## src/hdl/sbpd_pkg.sv

```systemverilog
// ----------------------------------------------------------------------------
// sbpd_pkg
// Shared types, codes and helper functions of the signer bitmap pair decoder.
// ----------------------------------------------------------------------------
`default_nettype none

package sbpd_pkg;

  // Largest bit count a header may declare.
  localparam logic [15:0] MAX_SET_BITS = 16'd2048;

  // Result queue depth and its derived widths.
  localparam int FIFO_DEPTH = 4;
  localparam int PTR_W      = $clog2(FIFO_DEPTH);
  localparam int CNT_W      = PTR_W + 1;

  // Positions per payload byte in each format.
  localparam logic [3:0] BITS_PER_BYTE  = 4'd8;
  localparam logic [3:0] TRITS_PER_BYTE = 4'd5;

  // Header versions.
  localparam logic [7:0] VER_BINARY = 8'd0;
  localparam logic [7:0] VER_PAIR   = 8'd1;

  // Result kinds.
  localparam logic KIND_CHUNK  = 1'b0;
  localparam logic KIND_STATUS = 1'b1;

  // Status codes.
  localparam logic [1:0] ST_OK     = 2'd0;
  localparam logic [1:0] ST_SIZE   = 2'd1;
  localparam logic [1:0] ST_FORMAT = 2'd2;

  // Header walk: three header bytes, then payload.
  typedef enum logic [1:0] {
    HS_VERSION,
    HS_LEN_LO,
    HS_LEN_HI,
    HS_PAYLOAD
  } hdr_state_t;

  // One result item.
  typedef struct packed {
    logic        item_kind;
    logic [15:0] first_index;
    logic [7:0]  set_a_bits;
    logic [4:0]  set_b_bits;
    logic [3:0]  valid_count;
    logic [1:0]  status;
    logic        format_seen;
    logic [15:0] total_bits;
    logic        final_item;
  } res_t;

  // Up to two results from one request; the second is only used with the first.
  typedef struct packed {
    logic v0;
    res_t item0;
    logic v1;
    res_t item1;
  } push_t;

  // Set A / set B masks of the five low base-3 digits of a byte.
  typedef struct packed {
    logic [4:0] a;
    logic [4:0] b;
  } trit_t;

  // Split a byte into five base-3 digits, least significant first.
  // Division by three is a multiply by 171 and a shift by 9 (exact below 512).
  function automatic trit_t trit_split(input logic [7:0] v);
    trit_t       t;
    logic [7:0]  rem;
    logic [15:0] prod;
    logic [7:0]  q;
    logic [7:0]  d8;
    t   = '0;
    rem = v;
    for (int j = 0; j < 5; j++) begin
      prod = {8'd0, rem} * 16'd171;
      q    = {1'b0, prod[15:9]};
      d8   = rem - (q + {q[6:0], 1'b0});
      t.a[j] = (d8[1:0] == 2'd1);
      t.b[j] = (d8[1:0] == 2'd2);
      rem  = q;
    end
    return t;
  endfunction

  // Mask of the low cnt bits, cnt from 0 to 8.
  function automatic logic [7:0] low_mask(input logic [3:0] cnt);
    logic [8:0] m;
    m = (9'd1 << cnt) - 9'd1;
    return m[7:0];
  endfunction

endpackage

`default_nettype wire

```

## src/hdl/sbpd_decode.sv

```systemverilog
// ----------------------------------------------------------------------------
// sbpd_decode
// Message state and the per-byte decode into chunk and status results.
// ----------------------------------------------------------------------------
`default_nettype none

module sbpd_decode (
  input  wire logic          clk,
  input  wire logic          rst_n,
  input  wire logic          take,
  input  wire logic [7:0]    data_byte,
  input  wire logic          end_of_message,
  input  wire logic          pair_mode,
  output sbpd_pkg::push_t    push
);

  sbpd_pkg::hdr_state_t hs_r, hs_nxt;
  logic [7:0]  version_r, version_nxt;
  logic [15:0] declared_r, declared_nxt;
  logic [1:0]  early_r, early_nxt;
  logic [16:0] start_r, start_nxt;   // bit index of the next chunk
  logic        beyond_r, beyond_nxt; // a byte came past the expected count

  logic              is_pair;
  logic [3:0]        per;
  logic              below;
  logic [15:0]       left;
  logic [3:0]        cnt;
  logic [15:0]       decl_full;
  sbpd_pkg::trit_t   trits;
  logic [7:0]        mask;
  logic              chunk_v;
  logic              stat_v;
  logic              short_hdr;
  sbpd_pkg::res_t    chunk;
  sbpd_pkg::res_t    stat;

  always_ff @(posedge clk) begin
    if (!rst_n) begin
      hs_r       <= sbpd_pkg::HS_VERSION;
      version_r  <= '0;
      declared_r <= '0;
      early_r    <= sbpd_pkg::ST_OK;
      start_r    <= '0;
      beyond_r   <= 1'b0;
    end else if (take) begin
      hs_r       <= hs_nxt;
      version_r  <= version_nxt;
      declared_r <= declared_nxt;
      early_r    <= early_nxt;
      start_r    <= start_nxt;
      beyond_r   <= beyond_nxt;
    end
  end

  always_comb begin
    hs_nxt       = hs_r;
    version_nxt  = version_r;
    declared_nxt = declared_r;
    early_nxt    = early_r;
    start_nxt    = start_r;
    beyond_nxt   = beyond_r;
    chunk_v      = 1'b0;
    short_hdr    = 1'b0;

    is_pair   = (version_r == sbpd_pkg::VER_PAIR);
    per       = is_pair ? sbpd_pkg::TRITS_PER_BYTE : sbpd_pkg::BITS_PER_BYTE;
    below     = ({1'b0, declared_r} > start_r);
    left      = declared_r - start_r[15:0];
    cnt       = (left < {12'd0, per}) ? left[3:0] : per;
    trits     = sbpd_pkg::trit_split(data_byte);
    mask      = sbpd_pkg::low_mask(cnt);
    decl_full = {data_byte, declared_r[7:0]};

    case (hs_r)
      sbpd_pkg::HS_VERSION: begin
        version_nxt = data_byte;
        hs_nxt      = sbpd_pkg::HS_LEN_LO;
        short_hdr   = end_of_message;
      end
      sbpd_pkg::HS_LEN_LO: begin
        declared_nxt = {8'd0, data_byte};
        hs_nxt       = sbpd_pkg::HS_LEN_HI;
        short_hdr    = end_of_message;
      end
      sbpd_pkg::HS_LEN_HI: begin
        declared_nxt = decl_full;
        hs_nxt       = sbpd_pkg::HS_PAYLOAD;
        // Format check ranks above the size check.
        if (version_r > {7'd0, pair_mode}) begin
          early_nxt = sbpd_pkg::ST_FORMAT;
        end else if (decl_full > sbpd_pkg::MAX_SET_BITS) begin
          early_nxt = sbpd_pkg::ST_SIZE;
        end else begin
          early_nxt = sbpd_pkg::ST_OK;
        end
      end
      sbpd_pkg::HS_PAYLOAD: begin
        chunk_v = (early_r == sbpd_pkg::ST_OK) && below;
        if (chunk_v) begin
          start_nxt = start_r + {13'd0, per};
        end else if (!below) begin
          beyond_nxt = 1'b1;
        end
      end
      default: begin
        hs_nxt = sbpd_pkg::HS_VERSION;
      end
    endcase

    chunk             = '0;
    chunk.item_kind   = sbpd_pkg::KIND_CHUNK;
    chunk.first_index = start_r[15:0];
    chunk.set_a_bits  = is_pair ? ({3'd0, trits.a} & mask) : (data_byte & mask);
    chunk.set_b_bits  = is_pair ? (trits.b & mask[4:0]) : 5'd0;
    chunk.valid_count = cnt;
    chunk.status      = sbpd_pkg::ST_OK;
    chunk.format_seen = is_pair;
    chunk.total_bits  = declared_r;
    chunk.final_item  = 1'b0;

    stat            = '0;
    stat.item_kind  = sbpd_pkg::KIND_STATUS;
    stat.final_item = 1'b1;
    if (short_hdr) begin
      stat.status = sbpd_pkg::ST_SIZE;
    end else begin
      if (early_nxt != sbpd_pkg::ST_OK) begin
        stat.status = early_nxt;
      end else if ((start_nxt >= {1'b0, declared_nxt}) && !beyond_nxt) begin
        stat.status = sbpd_pkg::ST_OK;
      end else begin
        stat.status = sbpd_pkg::ST_FORMAT;
      end
      stat.format_seen = (version_nxt == sbpd_pkg::VER_PAIR);
      stat.total_bits  = declared_nxt;
    end
    stat_v = end_of_message;

    // Drop all message state once the status goes out.
    if (end_of_message) begin
      hs_nxt       = sbpd_pkg::HS_VERSION;
      version_nxt  = '0;
      declared_nxt = '0;
      early_nxt    = sbpd_pkg::ST_OK;
      start_nxt    = '0;
      beyond_nxt   = 1'b0;
    end

    push.v0    = take && (chunk_v || stat_v);
    push.item0 = chunk_v ? chunk : stat;
    push.v1    = take && chunk_v && stat_v;
    push.item1 = stat;
  end

`ifndef ASSERT_OFF
  a_chunk_in_payload: assert property (@(posedge clk) disable iff (!rst_n)
    (take && chunk_v) |-> (hs_r == sbpd_pkg::HS_PAYLOAD))
    else $error("chunk decoded outside the payload");

  a_status_clears: assert property (@(posedge clk) disable iff (!rst_n)
    (take && end_of_message) |=> (hs_r == sbpd_pkg::HS_VERSION && start_r == '0))
    else $error("message state not cleared after status");
`endif

endmodule

`default_nettype wire

```

## src/hdl/sbpd_out_fifo.sv

```systemverilog
// ----------------------------------------------------------------------------
// sbpd_out_fifo
// Small result queue: takes one or two results per cycle, gives one.
// ----------------------------------------------------------------------------
`default_nettype none

module sbpd_out_fifo (
  input  wire logic        clk,
  input  wire logic        rst_n,
  input  wire sbpd_pkg::push_t push,
  output logic             room,
  output logic             out_valid,
  input  wire logic        out_ready,
  output sbpd_pkg::res_t   out_item
);

  sbpd_pkg::res_t mem_r [sbpd_pkg::FIFO_DEPTH];
  logic [sbpd_pkg::PTR_W-1:0] wr_ptr_r, rd_ptr_r;
  logic [sbpd_pkg::CNT_W-1:0] cnt_r, cnt_nxt;
  logic [sbpd_pkg::PTR_W-1:0] wr_ptr_nxt, rd_ptr_nxt;
  logic                       pop;

  assign out_valid = (cnt_r != '0);
  assign out_item  = mem_r[rd_ptr_r];
  assign pop       = out_valid && out_ready;
  // Two free slots are needed for a request that yields two results.
  assign room      = (cnt_r <= sbpd_pkg::CNT_W'(sbpd_pkg::FIFO_DEPTH - 2));

  always_comb begin
    cnt_nxt    = cnt_r + sbpd_pkg::CNT_W'(push.v0) + sbpd_pkg::CNT_W'(push.v1)
                 - sbpd_pkg::CNT_W'(pop);
    wr_ptr_nxt = wr_ptr_r + sbpd_pkg::PTR_W'(push.v0) + sbpd_pkg::PTR_W'(push.v1);
    rd_ptr_nxt = rd_ptr_r + sbpd_pkg::PTR_W'(pop);
  end

  always_ff @(posedge clk) begin
    if (!rst_n) begin
      wr_ptr_r <= '0;
      rd_ptr_r <= '0;
      cnt_r    <= '0;
    end else begin
      wr_ptr_r <= wr_ptr_nxt;
      rd_ptr_r <= rd_ptr_nxt;
      cnt_r    <= cnt_nxt;
    end
  end

  always_ff @(posedge clk) begin
    if (push.v0) begin
      mem_r[wr_ptr_r] <= push.item0;
    end
    if (push.v1) begin
      mem_r[wr_ptr_r + sbpd_pkg::PTR_W'(1)] <= push.item1;
    end
  end

`ifndef ASSERT_OFF
  a_no_overflow: assert property (@(posedge clk) disable iff (!rst_n)
    push.v0 |-> room)
    else $error("result pushed without two free slots");

  a_pair_order: assert property (@(posedge clk) disable iff (!rst_n)
    push.v1 |-> push.v0)
    else $error("second result without a first");

  a_drain: assert property (@(posedge clk) disable iff (!rst_n)
    (pop && !push.v0) |=> (cnt_r == $past(cnt_r) - sbpd_pkg::CNT_W'(1)))
    else $error("fill count wrong after a lone read");
`endif

endmodule

`default_nettype wire

```

## src/hdl/signer_bitmap_pair_decoder.sv

```systemverilog
// ----------------------------------------------------------------------------
// signer_bitmap_pair_decoder
// Byte-stream decoder for a serialized signer bitmap (binary or base-3 pair).
// ----------------------------------------------------------------------------
// The block takes one message byte per request and sustains one request per
// clock while the result queue has room for two results. A message starts
// with three header bytes (version, then a 16-bit bit count, low byte first).
// Each payload byte within the expected count of a message whose header
// passed its checks yields one chunk result; the byte flagged with in_tlast
// also yields a status result with out_tlast high. That final byte, when it
// also carries a chunk, yields two results, which leave one at a time through
// the result queue; with out_tready held high this is the only case that can
// stall input, otherwise receiver stalls back up into in_tready once the
// queue fills. A request waits in the input register and passes through the
// decode into the result queue, whose head drives out_tvalid and the result.
// Chunks are sent before the status is known, so a
// consumer must drop a message's chunks when its status is not success.
// cfg_data sets pair mode (reset 1: versions 0 and 1 accepted; 0: version 0
// only); write it only while no message is in flight.
// ----------------------------------------------------------------------------
`default_nettype none

module signer_bitmap_pair_decoder (
  input  wire logic        clk,
  input  wire logic        rst_n,

  // Input bytes.
  input  wire logic        in_tvalid,
  output logic             in_tready,
  input  wire logic [7:0]  in_tdata,   // [7:0] data_byte
  input  wire logic        in_tlast,   // end_of_message

  // Results.
  output logic             out_tvalid,
  input  wire logic        out_tready,
  output logic [55:0]      out_tdata,  // [15:0] first_index, [23:16] set_a_bits,
                                       // [28:24] set_b_bits, [32:29] valid_count,
                                       // [34:33] status, [35] format_seen,
                                       // [51:36] total_bits, [55:52] zero
  output logic             out_tuser,  // item_kind
  output logic             out_tlast,  // final_item

  // Pair-mode register write.
  input  wire logic        cfg_valid,
  output logic             cfg_ready,
  input  wire logic        cfg_data
);

  logic            pair_mode_r;
  logic            in_valid_r;
  logic [7:0]      in_byte_r;
  logic            in_last_r;
  logic            take;
  logic            room;
  sbpd_pkg::push_t push;
  sbpd_pkg::res_t  out_item;

  // Configuration is always taken.
  assign cfg_ready = 1'b1;

  always_ff @(posedge clk) begin
    if (!rst_n) begin
      pair_mode_r <= 1'b1;
    end else if (cfg_valid) begin
      pair_mode_r <= cfg_data;
    end
  end

  // Input register: advance the held request into decode when the result
  // queue has space for two results, and refill in the same cycle.
  assign take      = in_valid_r && room;
  assign in_tready = !in_valid_r || take;

  always_ff @(posedge clk) begin
    if (!rst_n) begin
      in_valid_r <= 1'b0;
    end else if (in_tready) begin
      in_valid_r <= in_tvalid;
    end
  end

  always_ff @(posedge clk) begin
    if (in_tready && in_tvalid) begin
      in_byte_r <= in_tdata;
      in_last_r <= in_tlast;
    end
  end

  // Header walk, payload unpacking and end-of-message status.
  sbpd_decode u_decode (
    .clk            (clk),
    .rst_n          (rst_n),
    .take           (take),
    .data_byte      (in_byte_r),
    .end_of_message (in_last_r),
    .pair_mode      (pair_mode_r),
    .push           (push)
  );

  // Result queue; its head drives the output port directly.
  sbpd_out_fifo u_out_fifo (
    .clk       (clk),
    .rst_n     (rst_n),
    .push      (push),
    .room      (room),
    .out_valid (out_tvalid),
    .out_ready (out_tready),
    .out_item  (out_item)
  );

  // Pack the result, first field in the low bits.
  assign out_tdata = {4'd0,
                      out_item.total_bits,
                      out_item.format_seen,
                      out_item.status,
                      out_item.valid_count,
                      out_item.set_b_bits,
                      out_item.set_a_bits,
                      out_item.first_index};
  assign out_tuser = out_item.item_kind;
  assign out_tlast = out_item.final_item;

`ifndef ASSERT_OFF
  a_hold_when_full: assert property (@(posedge clk) disable iff (!rst_n)
    (in_valid_r && !room) |=> (in_valid_r && $stable(in_byte_r) && $stable(in_last_r)))
    else $error("held request lost while the queue was full");
`endif

endmodule

`default_nettype wire

```

## config.mk

```make
export PLATFORM = sky130hd
export DESIGN_NAME = signer_bitmap_pair_decoder
export DESIGN_NICKNAME = d
export VERILOG_FILES = /design/src/hdl/sbpd_pkg.sv /design/src/hdl/sbpd_decode.sv /design/src/hdl/sbpd_out_fifo.sv /design/src/hdl/signer_bitmap_pair_decoder.sv
export SDC_FILE = /design/constraint.sdc
export NUM_CORES = 1
export LEC_CHECK = 0
export BUFFER_PORTS_ARGS = -buffer_cell sky130_fd_sc_hd__clkbuf_2
export CAP_MARGIN = 20
export CORE_AREA = 2 2 246 248
export CTS_CLUSTER_DIAMETER = 60
export DETAILED_ROUTE_END_ITERATION = 8
export DIE_AREA = 0 0 248 250
export HOLD_SLACK_MARGIN = 0.08
export MAX_ROUTING_LAYER = met4
export PLACE_DENSITY = 0.44
export SYNTH_ARGS = -nofsm -noshare
export SYNTH_HDL_FRONTEND = slang
export SYNTH_SLANG_ARGS = --single-unit
```

## constraint.sdc

```tcl
create_clock -name clk -period 19.6 [get_ports clk]
set_input_delay 2.94 -clock clk [delete_from_list [all_inputs] [get_ports clk]]
set_output_delay 2.94 -clock clk [all_outputs]
set_load 0.01 [all_outputs]
```

==> out/qor.txt <==
Status - completed
Placed cell area - 18800 um^2
Fin area - 20000 um^2
Hold_sp - u_out_fifo.mem_r[1][0]
Slowest stage delay, CP - 0.62 ns
Asr flop ratio synth - 0%
Antenna cells - 0
Slew Limit Fails - 0
Worst Hold Path EP - u_out_fifo.mem_r[1][0]
Setup Total Neg Slack - 0 ns
Initial drt markers - 892
DIE AREA - 62000 um^2
Core area - 59600 um^2
Clk root buf - clkbuf_16
Vias per cell - 5.26
Crit path arrival time - 18.37 ns
Worst-Skew Late Latency - 0.53 ns
Final GP Congestion - 0.850
Hold Path Cell Cnt - 2
Yosys reg bits - 276
CP required - 20.04 ns
Post-Syn Area - 17600 um^2
Post-synth top area share - 21.7%
Vias in the first global route - 13800
Largest net degree at the start of global routing - 55
Post-CTS Resized - 0
Setup slack, reg-to-reg - 1.67 ns
Post-route minimum period - 17.93 ns
Initial antenna violation count - 0
Clock skew - 0.0206 ns
Top cells by area, synth - dfxtp_1, edfxtp_1, ha_1, mux4_2, fa_1
Cell taking the most area after synthesis - dfxtp_1
Initial Utilization - 29.6%
Crit path launch type - flip-flop
Fill cell count - 6018
Total GRT Usage - 18.7%
Clock Tree Buf Depth - 3
Final period util - 91.5%
Area growth syn-to-layout - 13.7%
FF+latch area - 6380 um^2
CTS Buf Count - 34
Antenna viol nets, final - 0
RSZ-0062 raised after global routing - false
Final hold viol count - 0
Critical setup path kind - reg2reg
Slew margin rel. - 24.0%
Register area share after synthesis - 36.2%
Post-CTS Setup Repair Bufs - 0
Yosys warning total - 0
Sink Count - 276
CP most frequent cell - ha_1
Clock Pin Slew Worst Setup and Hold Paths - 0.06 ns
Htree depth - 2
Worst-path fanout max - 13
Drt wl/cell - 21.8 um
Cell variety after synth - 80
Grt ovf - 0
CP max-delay cell - edfxtp_1
Worst r2r src - in_byte_r[1]
Max Clock Freq - 55.8 MHz
Die height - 250 um
Pin slew with the least headroom to its limit - 1.14 ns
Row cnt - 90
Final WL - 56000 um
Residual DRC - 0
Max Cap Violations - 0
Area of the multi-input gates - 10400 um^2
IO Count - 76
Nets - 1991
Final setup fails - 0
CTS Hold Bufs - 0
CTS tree - yes
Syn_area_per_cell - 10.2 um^2
Worst reg2reg path endpoint - u_out_fifo.mem_r[0][33]
Layout cell share with drive strength beyond 1 - 13.1%
HPWL after DPL - 39100 um
Worst reg-to-reg path cell count - 74
CP Capture Type - flip-flop
Mapped Cells - 1720
Synth top cells by count - dfxtp_1, ha_1, inv_1
EDFF count, synth - 85
Via Count - 13500
Hold crit path type - reg2reg
Top FF cell, synth - dfxtp_1
Die Wd - 248 um
First-pass GRT wire length - 86100 um
Most common cell in the netlist - dfxtp_1
IO buf count - 70
DRT Pass-1 Iters - 5
layout by cell type, fill, tap and decap left out, types with 37 or more instances in the layout:
cell / synthesis / final
nand3_1: 48 / 48
nor2b_1: 57 / 57
xnor2_1: 40 / 40
edfxtp_1: 85 / 85
clkbuf_2: 0 / 70
nor2_1: 76 / 72
dfxtp_1: 191 / 189
ha_1: 183 / 183
a21oi_1: 57 / 55
o21ai_0: 67 / 67
a22o_1: 73 / 73
mux4_2: 53 / 53
o2bb2ai_1: 69 / 69
inv_1: 129 / 129
nor3_1: 39 / 37
nand2_1: 92 / 92
worst max-delay path: cells and delay by family, from the launching register on:
| kind | cells | cell delay (ns) |
|---|---|---|
| and+or+nand+nor | 12 | 1.66 |
| buffers and inverters | 9 | 0.64 |
| AOI/OAI and AO/OA | 21 | 4.53 |
| DFF | 1 | 0.62 |
| adders and majority gates | 22 | 8.13 |
| muxes | 1 | 0.11 |
| xor gates and xnor gates | 9 | 2.11 |
state kept, by name, summed over array words and instances, names as in the netlist:
name	count
pair_mode_r	1
u_decode.version_r	8
u_decode.start_r	17
u_out_fifo.mem_r	212
u_out_fifo.wr_ptr_r	2
u_out_fifo.cnt_r	3
in_valid_r	1
u_out_fifo.rd_ptr_r	2
u_decode.declared_r	16
u_decode.beyond_r	1
in_last_r	1
in_byte_r	8
u_decode.early_r	2
u_decode.hs_r	2
how the worst max path moves through the flow:
stage / startpoint / to / slack, ns / depth (start not counted)
after floorplan: in_byte_r[3] / u_out_fifo.mem_r[0][33] / 2.91 / 74
after global placement: in_byte_r[1] / u_out_fifo.mem_r[0][33] / 1.67 / 74
after detailed placement: in_byte_r[1] / u_out_fifo.mem_r[0][33] / 1.36 / 74
after CTS: in_byte_r[1] / u_out_fifo.mem_r[0][33] / 1.28 / 74
after global routing: in_byte_r[1] / u_out_fifo.mem_r[0][33] / 0.03 / 74
final: in_byte_r[1] / u_out_fifo.mem_r[0][33] / 1.67 / 74
layout make-up:
class	instances	area share [%]
clock buffers	43	4.57
inverters	129	2.42
clock inverters	18	0.843
multi-input cells	1218	52.0
repair buffers	100	3.38
well taps	782	4.89
flip-flops and latches	276	31.9
stage by stage:
stage	utilization (%)	setup WS, ns	std cells	hold WS (ns)
2_1_floorplan	-	2.91	1723	0.418
3_3_place_gp	31.5	1.67	2498	0.432
3_5_place_dp	31.6	1.36	2501	0.436
4_1_cts	33.4	1.28	2562	0.446
5_1_grt	33.6	0.0271	2566	0.459
6_report	33.6	1.67	2566	0.442
kinds of logic (layout without fill, tap and decap cells):
logic type,count (synthesis),in the layout,share of synthesized area [%]
adder cells (fa/ha/maj),217,217,16.9
multiplexers,76,76,8.09
XOR/XNOR,60,60,3.06
AO/OA/AOI/OAI,444,444,18.5
other,2,5,0.0427
AND/OR/NAND/NOR,416,416,12.2
buffers and inverters,229,290,5.09
flip-flops,276,276,36.2
metal layers:
metal,vias to the layer above,GRT usage (%),share of wire (%)
li1,6459,-,-
met1,6662,24.5,45
met2,301,30.6,49
met3,77,1.87,3.6
met4,0,4.94,2.4
met5,-,-,0
Power is left out: the tool's default activity adds up to more than one toggle a clock period on the data nets, which glitch-free logic cannot reach.
